[config.mk]
export PLATFORM = sky130hd
export DESIGN_NAME = double_ended_queue_unit_flat
export DESIGN_NICKNAME = d
export VERILOG_FILES = /design/src/rtl/core/deq_pkg.sv /design/src/rtl/core/deq_req_if.sv /design/src/rtl/core/deq_rsp_if.sv /design/src/rtl/core/double_ended_queue_unit.sv /design/src/rtl/core/deq_store.sv /design/src/rtl/core/deq_ctrl.sv /design/src/flat_wrapper.sv
export SDC_FILE = /design/constraint.sdc
export NUM_CORES = 2
export LEC_CHECK = 0
export ABC_CLOCK_PERIOD_IN_PS = 4670
export BUFFER_PORTS_ARGS = -buffer_cell sky130_fd_sc_hd__buf_4
export CAP_MARGIN = 20
export CORE_ASPECT_RATIO = 0.6
export CORE_UTILIZATION = 35
export CTS_CLUSTER_DIAMETER = 150
export DETAILED_ROUTE_END_ITERATION = 8
export PLACE_DENSITY = 0.5
export SETUP_SLACK_MARGIN = 0.5
export SLEW_MARGIN = 5
export SYNTH_ARGS = -nofsm -noshare
export SYNTH_HDL_FRONTEND = slang
export SYNTH_SLANG_ARGS = --single-unit
export TNS_END_PERCENT = 5
[constraint.sdc]
create_clock -name clk -period 4.67 [get_ports clk]
set_input_delay 0.7005 -clock clk [delete_from_list [all_inputs] [get_ports clk]]
set_output_delay 0.7005 -clock clk [all_outputs]
set_load 0.02 [all_outputs]
[src/rtl/core/deq_pkg.sv]
// Shared request, status and encoding definitions for the deque unit.
`timescale 1ns / 1ps

package deq_pkg;

    localparam int unsigned REQ_WIDTH    = 3;
    localparam int unsigned STATUS_WIDTH = 2;

    typedef enum logic [REQ_WIDTH-1:0] {
        REQ_PUSH_FRONT = 3'd0,
        REQ_PUSH_BACK  = 3'd1,
        REQ_POP_FRONT  = 3'd2,
        REQ_POP_BACK   = 3'd3,
        REQ_PEEK_FRONT = 3'd4,
        REQ_PEEK_BACK  = 3'd5,
        REQ_CLEAR      = 3'd6
    } req_t;

    typedef enum logic [STATUS_WIDTH-1:0] {
        STATUS_OK    = 2'd0,
        STATUS_EMPTY = 2'd1,
        STATUS_FULL  = 2'd2
    } status_t;

endpackage

[src/rtl/core/deq_req_if.sv]
// Request channel: valid/ready handshake carrying one deque request.
`timescale 1ns / 1ps

interface deq_req_if #(
    parameter int COORD_WIDTH = 16
);
    logic                                 valid;
    logic                                 ready;
    logic [deq_pkg::REQ_WIDTH-1:0]        req_type;
    logic signed [COORD_WIDTH-1:0]        elem_x;
    logic signed [COORD_WIDTH-1:0]        elem_y;

    modport source (output valid, output req_type, output elem_x, output elem_y,
                    input ready);
    modport sink   (input valid, input req_type, input elem_x, input elem_y,
                    output ready);
endinterface

[src/rtl/core/deq_rsp_if.sv]
// Response channel: valid/ready handshake carrying one deque result.
`timescale 1ns / 1ps

interface deq_rsp_if #(
    parameter int COORD_WIDTH = 16,
    parameter int COUNT_WIDTH = 7
);
    logic                                 valid;
    logic                                 ready;
    logic signed [COORD_WIDTH-1:0]        out_x;
    logic signed [COORD_WIDTH-1:0]        out_y;
    logic [deq_pkg::STATUS_WIDTH-1:0]     status;
    logic                                 is_empty_now;
    logic [COUNT_WIDTH-1:0]               fill_count;

    modport source (output valid, output out_x, output out_y, output status,
                    output is_empty_now, output fill_count, input ready);
    modport sink   (input valid, input out_x, input out_y, input status,
                    input is_empty_now, input fill_count, output ready);
endinterface

[src/rtl/core/double_ended_queue_unit.sv]
// Top level of the deque unit: control plus element RAM.
`timescale 1ns / 1ps
//
//  Channel   Dir  Handshake      Payload
//  req       in   valid/ready    req_type, elem_x, elem_y
//  rsp       out  valid/ready    out_x, out_y, status, is_empty_now, fill_count
//
//  Push, pop, clear and empty peeks load their result into the output register
//  at the same edge as the request transfer. A peek on a non-empty deque reads
//  the single-port element RAM, whose read data is registered, and loads the
//  result once the output register is free; no request is taken meanwhile.
//  A new request is taken while a result waits, as long as the output
//  register empties in that same cycle or is already empty.
//  Reset (rst_n low, asynchronous) clears head, count, state and the output
//  valid; the RAM is not cleared, since only pushed entries are ever read.
//
module double_ended_queue_unit #(
    parameter int DEPTH       = 64,
    parameter int COORD_WIDTH = 16
) (
    input  logic      clk,
    input  logic      rst_n,
    deq_req_if.sink   req,
    deq_rsp_if.source rsp
);

    localparam int ADDR_WIDTH  = (DEPTH > 1) ? $clog2(DEPTH) : 1;
    localparam int COUNT_WIDTH = $clog2(DEPTH + 1);
    localparam int DATA_WIDTH  = 2 * COORD_WIDTH;

    logic                  mem_wr_en;
    logic                  mem_rd_en;
    logic [ADDR_WIDTH-1:0] mem_addr;
    logic [DATA_WIDTH-1:0] mem_wr_data;
    logic [DATA_WIDTH-1:0] mem_rd_data;

    // Sequence requests and hold the head pointer, count and result.
    deq_ctrl #(
        .DEPTH       (DEPTH),
        .COORD_WIDTH (COORD_WIDTH),
        .ADDR_WIDTH  (ADDR_WIDTH),
        .COUNT_WIDTH (COUNT_WIDTH)
    ) u_ctrl (
        .clk         (clk),
        .rst_n       (rst_n),
        .req         (req),
        .rsp         (rsp),
        .mem_wr_en   (mem_wr_en),
        .mem_rd_en   (mem_rd_en),
        .mem_addr    (mem_addr),
        .mem_wr_data (mem_wr_data),
        .mem_rd_data (mem_rd_data)
    );

    // Hold the elements, packed as {x, y}, one per ring slot.
    deq_store #(
        .DEPTH      (DEPTH),
        .DATA_WIDTH (DATA_WIDTH),
        .ADDR_WIDTH (ADDR_WIDTH)
    ) u_store (
        .clk     (clk),
        .wr_en   (mem_wr_en),
        .rd_en   (mem_rd_en),
        .addr    (mem_addr),
        .wr_data (mem_wr_data),
        .rd_data (mem_rd_data)
    );

endmodule

[src/rtl/core/deq_store.sv]
// Element store: single-port synchronous RAM with registered read data.
`timescale 1ns / 1ps

module deq_store #(
    parameter int DEPTH      = 64,
    parameter int DATA_WIDTH = 32,
    parameter int ADDR_WIDTH = 6
) (
    input  logic                  clk,
    input  logic                  wr_en,
    input  logic                  rd_en,
    input  logic [ADDR_WIDTH-1:0] addr,
    input  logic [DATA_WIDTH-1:0] wr_data,
    output logic [DATA_WIDTH-1:0] rd_data
);

    logic [DATA_WIDTH-1:0] mem [DEPTH];
    logic [DATA_WIDTH-1:0] rd_data_reg;

    always_ff @(posedge clk)
    begin
        if (wr_en)
        begin
            mem[addr] <= wr_data;
        end
    end

    // Hold read data until the next read.
    always_ff @(posedge clk)
    begin
        if (rd_en)
        begin
            rd_data_reg <= mem[addr];
        end
    end

    assign rd_data = rd_data_reg;

endmodule

[src/rtl/core/deq_ctrl.sv]
// Deque control: head pointer, count, request sequencing and result register.
`timescale 1ns / 1ps

module deq_ctrl #(
    parameter int DEPTH       = 64,
    parameter int COORD_WIDTH = 16,
    parameter int ADDR_WIDTH  = 6,
    parameter int COUNT_WIDTH = 7
) (
    input  logic                     clk,
    input  logic                     rst_n,
    deq_req_if.sink                  req,
    deq_rsp_if.source                rsp,
    output logic                     mem_wr_en,
    output logic                     mem_rd_en,
    output logic [ADDR_WIDTH-1:0]    mem_addr,
    output logic [2*COORD_WIDTH-1:0] mem_wr_data,
    input  logic [2*COORD_WIDTH-1:0] mem_rd_data
);

    localparam logic [COUNT_WIDTH-1:0] FULL_COUNT = COUNT_WIDTH'(DEPTH);
    localparam logic [ADDR_WIDTH-1:0]  LAST_SLOT  = ADDR_WIDTH'(DEPTH - 1);

    typedef enum logic [1:0] {
        S_IDLE = 2'b01,
        S_READ = 2'b10
    } state_t;

    state_t                        state_reg, state_next;
    logic [ADDR_WIDTH-1:0]         head_reg, head_next;
    logic [COUNT_WIDTH-1:0]        count_reg, count_next;
    logic                          out_valid_reg, out_valid_next;
    logic signed [COORD_WIDTH-1:0] out_x_reg, out_x_next;
    logic signed [COORD_WIDTH-1:0] out_y_reg, out_y_next;
    deq_pkg::status_t              status_reg, status_next;
    logic                          empty_reg, empty_next;
    logic [COUNT_WIDTH-1:0]        fill_reg, fill_next;

    logic                          slot_free;
    logic                          accept;
    logic                          load_out;
    deq_pkg::status_t              res_status;
    logic signed [COORD_WIDTH-1:0] res_x;
    logic signed [COORD_WIDTH-1:0] res_y;

    function automatic logic [ADDR_WIDTH-1:0] ring_add(
        input logic [ADDR_WIDTH-1:0]  base,
        input logic [COUNT_WIDTH-1:0] offs
    );
        logic [COUNT_WIDTH:0] sum;
        sum = (COUNT_WIDTH+1)'(base) + (COUNT_WIDTH+1)'(offs);
        if (sum >= (COUNT_WIDTH+1)'(DEPTH))
        begin
            sum = sum - (COUNT_WIDTH+1)'(DEPTH);
        end
        return sum[ADDR_WIDTH-1:0];
    endfunction

    assign slot_free = !out_valid_reg || rsp.ready;
    assign req.ready = (state_reg == S_IDLE) && slot_free;
    assign accept    = req.valid && req.ready;

    always_comb
    begin
        state_next  = state_reg;
        head_next   = head_reg;
        count_next  = count_reg;
        mem_wr_en   = 1'b0;
        mem_rd_en   = 1'b0;
        mem_addr    = head_reg;
        mem_wr_data = {req.elem_x, req.elem_y};
        load_out    = 1'b0;
        res_status  = deq_pkg::STATUS_OK;
        res_x       = '0;
        res_y       = '0;

        case (state_reg)
            S_IDLE:
            begin
                if (accept)
                begin
                    load_out = 1'b1;
                    case (deq_pkg::req_t'(req.req_type))
                        deq_pkg::REQ_PUSH_FRONT:
                        begin
                            if (count_reg == FULL_COUNT)
                            begin
                                res_status = deq_pkg::STATUS_FULL;
                            end
                            else
                            begin
                                head_next  = (head_reg == '0) ? LAST_SLOT
                                                              : head_reg - 1'b1;
                                mem_wr_en  = 1'b1;
                                mem_addr   = head_next;
                                count_next = count_reg + 1'b1;
                            end
                        end
                        deq_pkg::REQ_PUSH_BACK:
                        begin
                            if (count_reg == FULL_COUNT)
                            begin
                                res_status = deq_pkg::STATUS_FULL;
                            end
                            else
                            begin
                                mem_wr_en  = 1'b1;
                                mem_addr   = ring_add(head_reg, count_reg);
                                count_next = count_reg + 1'b1;
                            end
                        end
                        deq_pkg::REQ_POP_FRONT:
                        begin
                            if (count_reg == '0)
                            begin
                                res_status = deq_pkg::STATUS_EMPTY;
                            end
                            else
                            begin
                                head_next  = ring_add(head_reg, COUNT_WIDTH'(1));
                                count_next = count_reg - 1'b1;
                            end
                        end
                        deq_pkg::REQ_POP_BACK:
                        begin
                            if (count_reg == '0)
                            begin
                                res_status = deq_pkg::STATUS_EMPTY;
                            end
                            else
                            begin
                                count_next = count_reg - 1'b1;
                            end
                        end
                        deq_pkg::REQ_PEEK_FRONT,
                        deq_pkg::REQ_PEEK_BACK:
                        begin
                            if (count_reg == '0)
                            begin
                                res_status = deq_pkg::STATUS_EMPTY;
                            end
                            else
                            begin
                                // Result comes back from the RAM next cycle.
                                load_out   = 1'b0;
                                mem_rd_en  = 1'b1;
                                mem_addr   = (req.req_type == deq_pkg::REQ_PEEK_FRONT)
                                           ? head_reg
                                           : ring_add(head_reg, count_reg - 1'b1);
                                state_next = S_READ;
                            end
                        end
                        deq_pkg::REQ_CLEAR:
                        begin
                            count_next = '0;
                        end
                        default:
                        begin
                        end
                    endcase
                end
            end
            S_READ:
            begin
                if (slot_free)
                begin
                    load_out   = 1'b1;
                    res_x      = mem_rd_data[2*COORD_WIDTH-1:COORD_WIDTH];
                    res_y      = mem_rd_data[COORD_WIDTH-1:0];
                    state_next = S_IDLE;
                end
            end
            default:
            begin
                state_next = S_IDLE;
            end
        endcase
    end

    always_comb
    begin
        out_valid_next = out_valid_reg && !rsp.ready;
        out_x_next     = out_x_reg;
        out_y_next     = out_y_reg;
        status_next    = status_reg;
        empty_next     = empty_reg;
        fill_next      = fill_reg;
        if (load_out)
        begin
            out_valid_next = 1'b1;
            out_x_next     = res_x;
            out_y_next     = res_y;
            status_next    = res_status;
            empty_next     = (count_next == '0);
            fill_next      = count_next;
        end
    end

    always_ff @(posedge clk or negedge rst_n)
    begin
        if (!rst_n)
        begin
            state_reg     <= S_IDLE;
            head_reg      <= '0;
            count_reg     <= '0;
            out_valid_reg <= 1'b0;
        end
        else
        begin
            state_reg     <= state_next;
            head_reg      <= head_next;
            count_reg     <= count_next;
            out_valid_reg <= out_valid_next;
        end
    end

    always_ff @(posedge clk)
    begin
        out_x_reg  <= out_x_next;
        out_y_reg  <= out_y_next;
        status_reg <= status_next;
        empty_reg  <= empty_next;
        fill_reg   <= fill_next;
    end

    assign rsp.valid        = out_valid_reg;
    assign rsp.out_x        = out_x_reg;
    assign rsp.out_y        = out_y_reg;
    assign rsp.status       = status_reg;
    assign rsp.is_empty_now = empty_reg;
    assign rsp.fill_count   = fill_reg;

    a_count_bound: assert property (@(posedge clk) disable iff (!rst_n)
        count_reg <= FULL_COUNT)
        else $error("element count exceeds capacity");

    a_one_access: assert property (@(posedge clk) disable iff (!rst_n)
        !(mem_wr_en && mem_rd_en))
        else $error("RAM read and write in the same cycle");

    a_read_blocks: assert property (@(posedge clk) disable iff (!rst_n)
        (state_reg == S_READ) |-> !req.ready)
        else $error("request taken while a peek is outstanding");

    a_push_counts: assert property (@(posedge clk) disable iff (!rst_n)
        (accept && (req.req_type == deq_pkg::REQ_PUSH_BACK)
                && (count_reg != FULL_COUNT))
        |=> (count_reg == $past(count_reg) + 1'b1))
        else $error("push did not advance the count");

    a_read_result: assert property (@(posedge clk) disable iff (!rst_n)
        ((state_reg == S_READ) && slot_free) |=> (out_valid_reg
            && (status_reg == deq_pkg::STATUS_OK)))
        else $error("peek result not loaded");

endmodule
[src/flat_wrapper.sv]
// flat-port wrapper written by rule: the top's interface ports become plain ports
module double_ended_queue_unit_flat 
#(
    parameter int DEPTH       = 64,
    parameter int COORD_WIDTH = 16
)
  (clk, rst_n, req_valid, req_req_type, req_elem_x, req_elem_y, req_ready, rsp_valid, rsp_out_x, rsp_out_y, rsp_status, rsp_is_empty_now, rsp_fill_count, rsp_ready);
  deq_req_if #(.COORD_WIDTH(COORD_WIDTH)) req_i ();
  deq_rsp_if #(.COORD_WIDTH(COORD_WIDTH)) rsp_i ();
  input  logic clk;
  input  logic rst_n;
  input wire logic [$bits(req_i.valid)-1:0] req_valid;
  input wire logic [$bits(req_i.req_type)-1:0] req_req_type;
  input wire logic [$bits(req_i.elem_x)-1:0] req_elem_x;
  input wire logic [$bits(req_i.elem_y)-1:0] req_elem_y;
  output wire logic [$bits(req_i.ready)-1:0] req_ready;
  output wire logic [$bits(rsp_i.valid)-1:0] rsp_valid;
  output wire logic [$bits(rsp_i.out_x)-1:0] rsp_out_x;
  output wire logic [$bits(rsp_i.out_y)-1:0] rsp_out_y;
  output wire logic [$bits(rsp_i.status)-1:0] rsp_status;
  output wire logic [$bits(rsp_i.is_empty_now)-1:0] rsp_is_empty_now;
  output wire logic [$bits(rsp_i.fill_count)-1:0] rsp_fill_count;
  input wire logic [$bits(rsp_i.ready)-1:0] rsp_ready;
  assign req_i.valid = req_valid;
  assign req_i.req_type = req_req_type;
  assign req_i.elem_x = req_elem_x;
  assign req_i.elem_y = req_elem_y;
  assign req_ready = req_i.ready;
  assign rsp_valid = rsp_i.valid;
  assign rsp_out_x = rsp_i.out_x;
  assign rsp_out_y = rsp_i.out_y;
  assign rsp_status = rsp_i.status;
  assign rsp_is_empty_now = rsp_i.is_empty_now;
  assign rsp_fill_count = rsp_i.fill_count;
  assign rsp_i.ready = rsp_ready;
  double_ended_queue_unit #(.DEPTH(DEPTH), .COORD_WIDTH(COORD_WIDTH)) u_core (.clk(clk), .rst_n(rst_n), .req(req_i), .rsp(rsp_i));
endmodule
==> out/qor.csv <==
metric,value,unit
Achievable Freq,222,MHz
Initial Utilization,35.3,%
Die Ht,383,um
maximum VDD drop,0.317,mV
RSZ-0062 raised after global routing,true,
async set-reset flop share out of synthesis,0.748,%
Pint,0.0382,W
Antenna Nets Post-Route,0,
CTS tree,yes,
Post-Synth Simple-Gate Area,9.85,%
Vias/cell,5.60,
routed len/inst,29.9,um
total track usage,21.6,%
reg2reg path depth,16,
H-tree levels,4,
Syn. warnings,0,
critical path arrival,5.09,ns
Post-synth top flop,edfxtp_1,
"leading cell types in the layout, fill and taps excluded","2122 x edfxtp_1, 996 x nand2_1, 371 x mux2i_1",
total routed wirelength,271,mm
#FFs+latches synth,2138,
fin. max-slew vios,0,
largest family of logic cells by synthesized area,simple AND/OR/NAND/NOR gates,
core area,240000,um2
"commonest non-fill, non-tap cell in the layout",edfxtp_1,
fin worst setup slack,0.163,ns
fraction of layout cells with a size suffix above 1,19.3,%
"Reg clk slew, reported paths",0.07,ns
sequential share of power,37.4,%
Compound-Gate Fraction of Synth Area,4.23,%
Final Hold Fails,0,
pre-CTS setup slack,-0.124,ns
Post-Synth Adder-Cell Area,0.298,%
GRT overflow,0,
Fin Hold WS,0.290,ns
RR Endpoint,u_core.u_store.rd_data[25],
design area,100000,um2
cell mode on critical path,nand4_1,
syn nets,5439,
Residual DRC,0,
"Largest stage delay, worst path",0.58,ns
first-pass GRT wire length,376,mm
"Slowest-stage cell, CP",or4_1,
sw power,0.0207,W
Net Sw Frac,35.2,%
post-synthesis average cell area,15.8,um2
DP Wirelength,159,mm
Final setup violation count,0,
Slew HR,39.3,%
leak pwr,33.1,nW
CP Data Required Time,5.25,ns
cells after synthesis,5381,
R2R Setup Slk,0.16,ns
multiplexer share of the synthesized area,7.95,%
row cnt,139,
register area share after synthesis,75.6,%
Tcrit/Tclk final,96.5,%
power share of the clock group,26.4,%
synth-to-layout area growth,18.3,%
skew final,0.0557,ns
"top cells by area, synth","edfxtp_1 75%, mux2i_1 4.6%, nand2_1 4.4%",
Post-synth EDFFs,2122,
clock buffer depth,4,
reg2reg start,u_core.u_ctrl.count_reg[0],
Initial DRC Count,6604,
CP Launch Type,flop,
Port Buffers,82,
crit path time final,4.51,ns
outcome,"complete, no violations",
worst-path cell chain,inv_2 > ha_4 > or3b_4 > xnor2_2 > ha_1 > or2_4 > a211o_1 > and4_4 > nor4_4 > buf_4 > nor3_4 > buf_12 > buf_16 > nand4_1 > nand4_1 > or4_1,
fill count,21500,
router iterations before antenna repair,8,
vias in the first global route,47800,
share of Yosys cell area claimed by the top area cell type,75.1,%
post-synthesis xor/xnor area fraction,0.0826,%
via count,50800,
Mapped Area,84800,um2
Clock Tree Root,clkbuf_16,
largest net degree at the start of global routing,82,
Die Span X,638,um
HP Class,input port to async pin,
Setup TNS Final,0,ns
placed cell area,92800,um2
GPL Wtd Cong,0.866,
Gate power share,36.2,%
initial antenna violation count,32,
# clock sinks,2138,
full die area,244000,um2
Max-cap violations,0,
Yosys top cell by area,edfxtp_1,
layout net count,5791,
flip-flop count of the largest register after layout,2048,
"Distinct cells, synth",83,
Worst setup EP type,flop,
CTS Buf Count,198,
worst-skew pair later-pin latency,0.88,ns
WS Path Type,flop to flop,
worst-path fanout max,6,
PD cells,587,nW/um2
Worst-Margin Slew,0.910,ns
Ports,83,
==> power by group through the flow <==
stage	registers [W]	clock network (W)	logic (W)
after global placement	0.0224	0	0.0192
after CTS	0.0220	0.0158	0.0207
after global routing	0.0221	0.0166	0.0225
final	0.0220	0.0155	0.0213
after floorplan	0.0225	0	0.0108
after detailed placement	0.0224	0	0.0192
==> per-stage QoR <==
step | total power [W] | util [%] | cells
finish | 0.0589 | 41.8 | 9069
global route | 0.0611 | 41.8 | 9057
CTS | 0.0585 | 41.6 | 9029
detailed placement | 0.0416 | 38.7 | 8630
global placement | 0.0416 | 38.7 | 8629
floorplan | 0.0332 | - | 5381
==> cell type report <==
cell class | instances | area (um2) | share of cell area, %
diodes | 15 | 37.5 | 0.0374
clock buffers | 250 | 5270 | 5.25
clock inverters | 99 | 672 | 0.669
inverters | 14 | 52.6 | 0.0524
multi-input cells | 2864 | 20000 | 19.9
flip-flops and latches | 2138 | 64100 | 63.9
well taps | 3172 | 3970 | 3.95
repair buffers | 517 | 6260 | 6.24
==> worst max-delay path, delay by kind of cell, from the launching register on <==
family / cells / cell delay, ns
xor+xnor: 1 / 0.16
buf+inv: 4 / 0.61
flops: 1 / 0.40
compound gates: 1 / 0.31
simple gates: 8 / 2.27
fa+ha+maj: 2 / 0.47
==> cell usage after synthesis, types with 10 or more instances <==
cell type / instances
a211oi_1: 40
a21oi_1: 21
a311oi_1: 34
a31oi_1: 38
a32oi_1: 128
and3_1: 40
buf_1: 32
buf_2: 131
buf_6: 11
clkbuf_1: 181
dfrtp_1: 15
edfxtp_1: 2122
ha_1: 17
inv_1: 14
mux2_2: 128
mux2i_1: 386
mux4_2: 64
nand2_1: 1000
nand3_1: 170
nand3b_1: 33
nand4_1: 291
nor2_1: 92
nor3_1: 72
o21ai_0: 24
o22ai_1: 99
o31a_1: 35
or3_1: 10
or4_1: 33
==> what timing repair did <==
item / CTS / global route
pin swaps: 69 / 27
hold buffers: 1 / 0
setup endpoints to repair: 875 / 1476
buffers inserted: 37 / 21
gates cloned: 12 / 4
resized for setup: 79 / 39
hold endpoints to repair: 16 / 0
==> how the worst max path moves through the flow <==
stage                                from                         end  slack [ns]  cells past startpoint
3_5_place_dp   u_core.u_ctrl.count_reg[1]  u_core.u_store.rd_data[16]       -0.12                     15
6_report       u_core.u_ctrl.count_reg[0]  u_core.u_store.rd_data[25]        0.16                     16
3_3_place_gp   u_core.u_ctrl.count_reg[1]  u_core.u_store.rd_data[13]       -0.27                     14
4_1_cts        u_core.u_ctrl.count_reg[0]  u_core.u_store.rd_data[25]        0.24                     16
2_1_floorplan  u_core.u_ctrl.count_reg[1]   u_core.u_store.mem[50][0]        0.35                     13
5_1_grt        u_core.u_ctrl.count_reg[0]  u_core.u_store.rd_data[14]        0.10                     18
==> logic make-up (layout without fill, tap and decap cells) <==
group                      Yosys count  in the layout
AOI/OAI and AO/OA                  468            468
xor gates and xnor gates             8              8
adders and majority gates           19             19
buffers and inverters              379            880
DFF                               2138           2138
muxes                              578            578
other                                0             15
and+or+nand+nor                   1791           1791
==> layer usage <==
layer	global-route usage, %	share of wire [%]	vias to the layer above
met5	0	0.033	-
met2	28.8	39	2370
li1	-	-	21800
met3	6.37	11	314
met4	4.35	2.0	12
met1	34.3	48	26400
(Power assumes the default switching activity.)
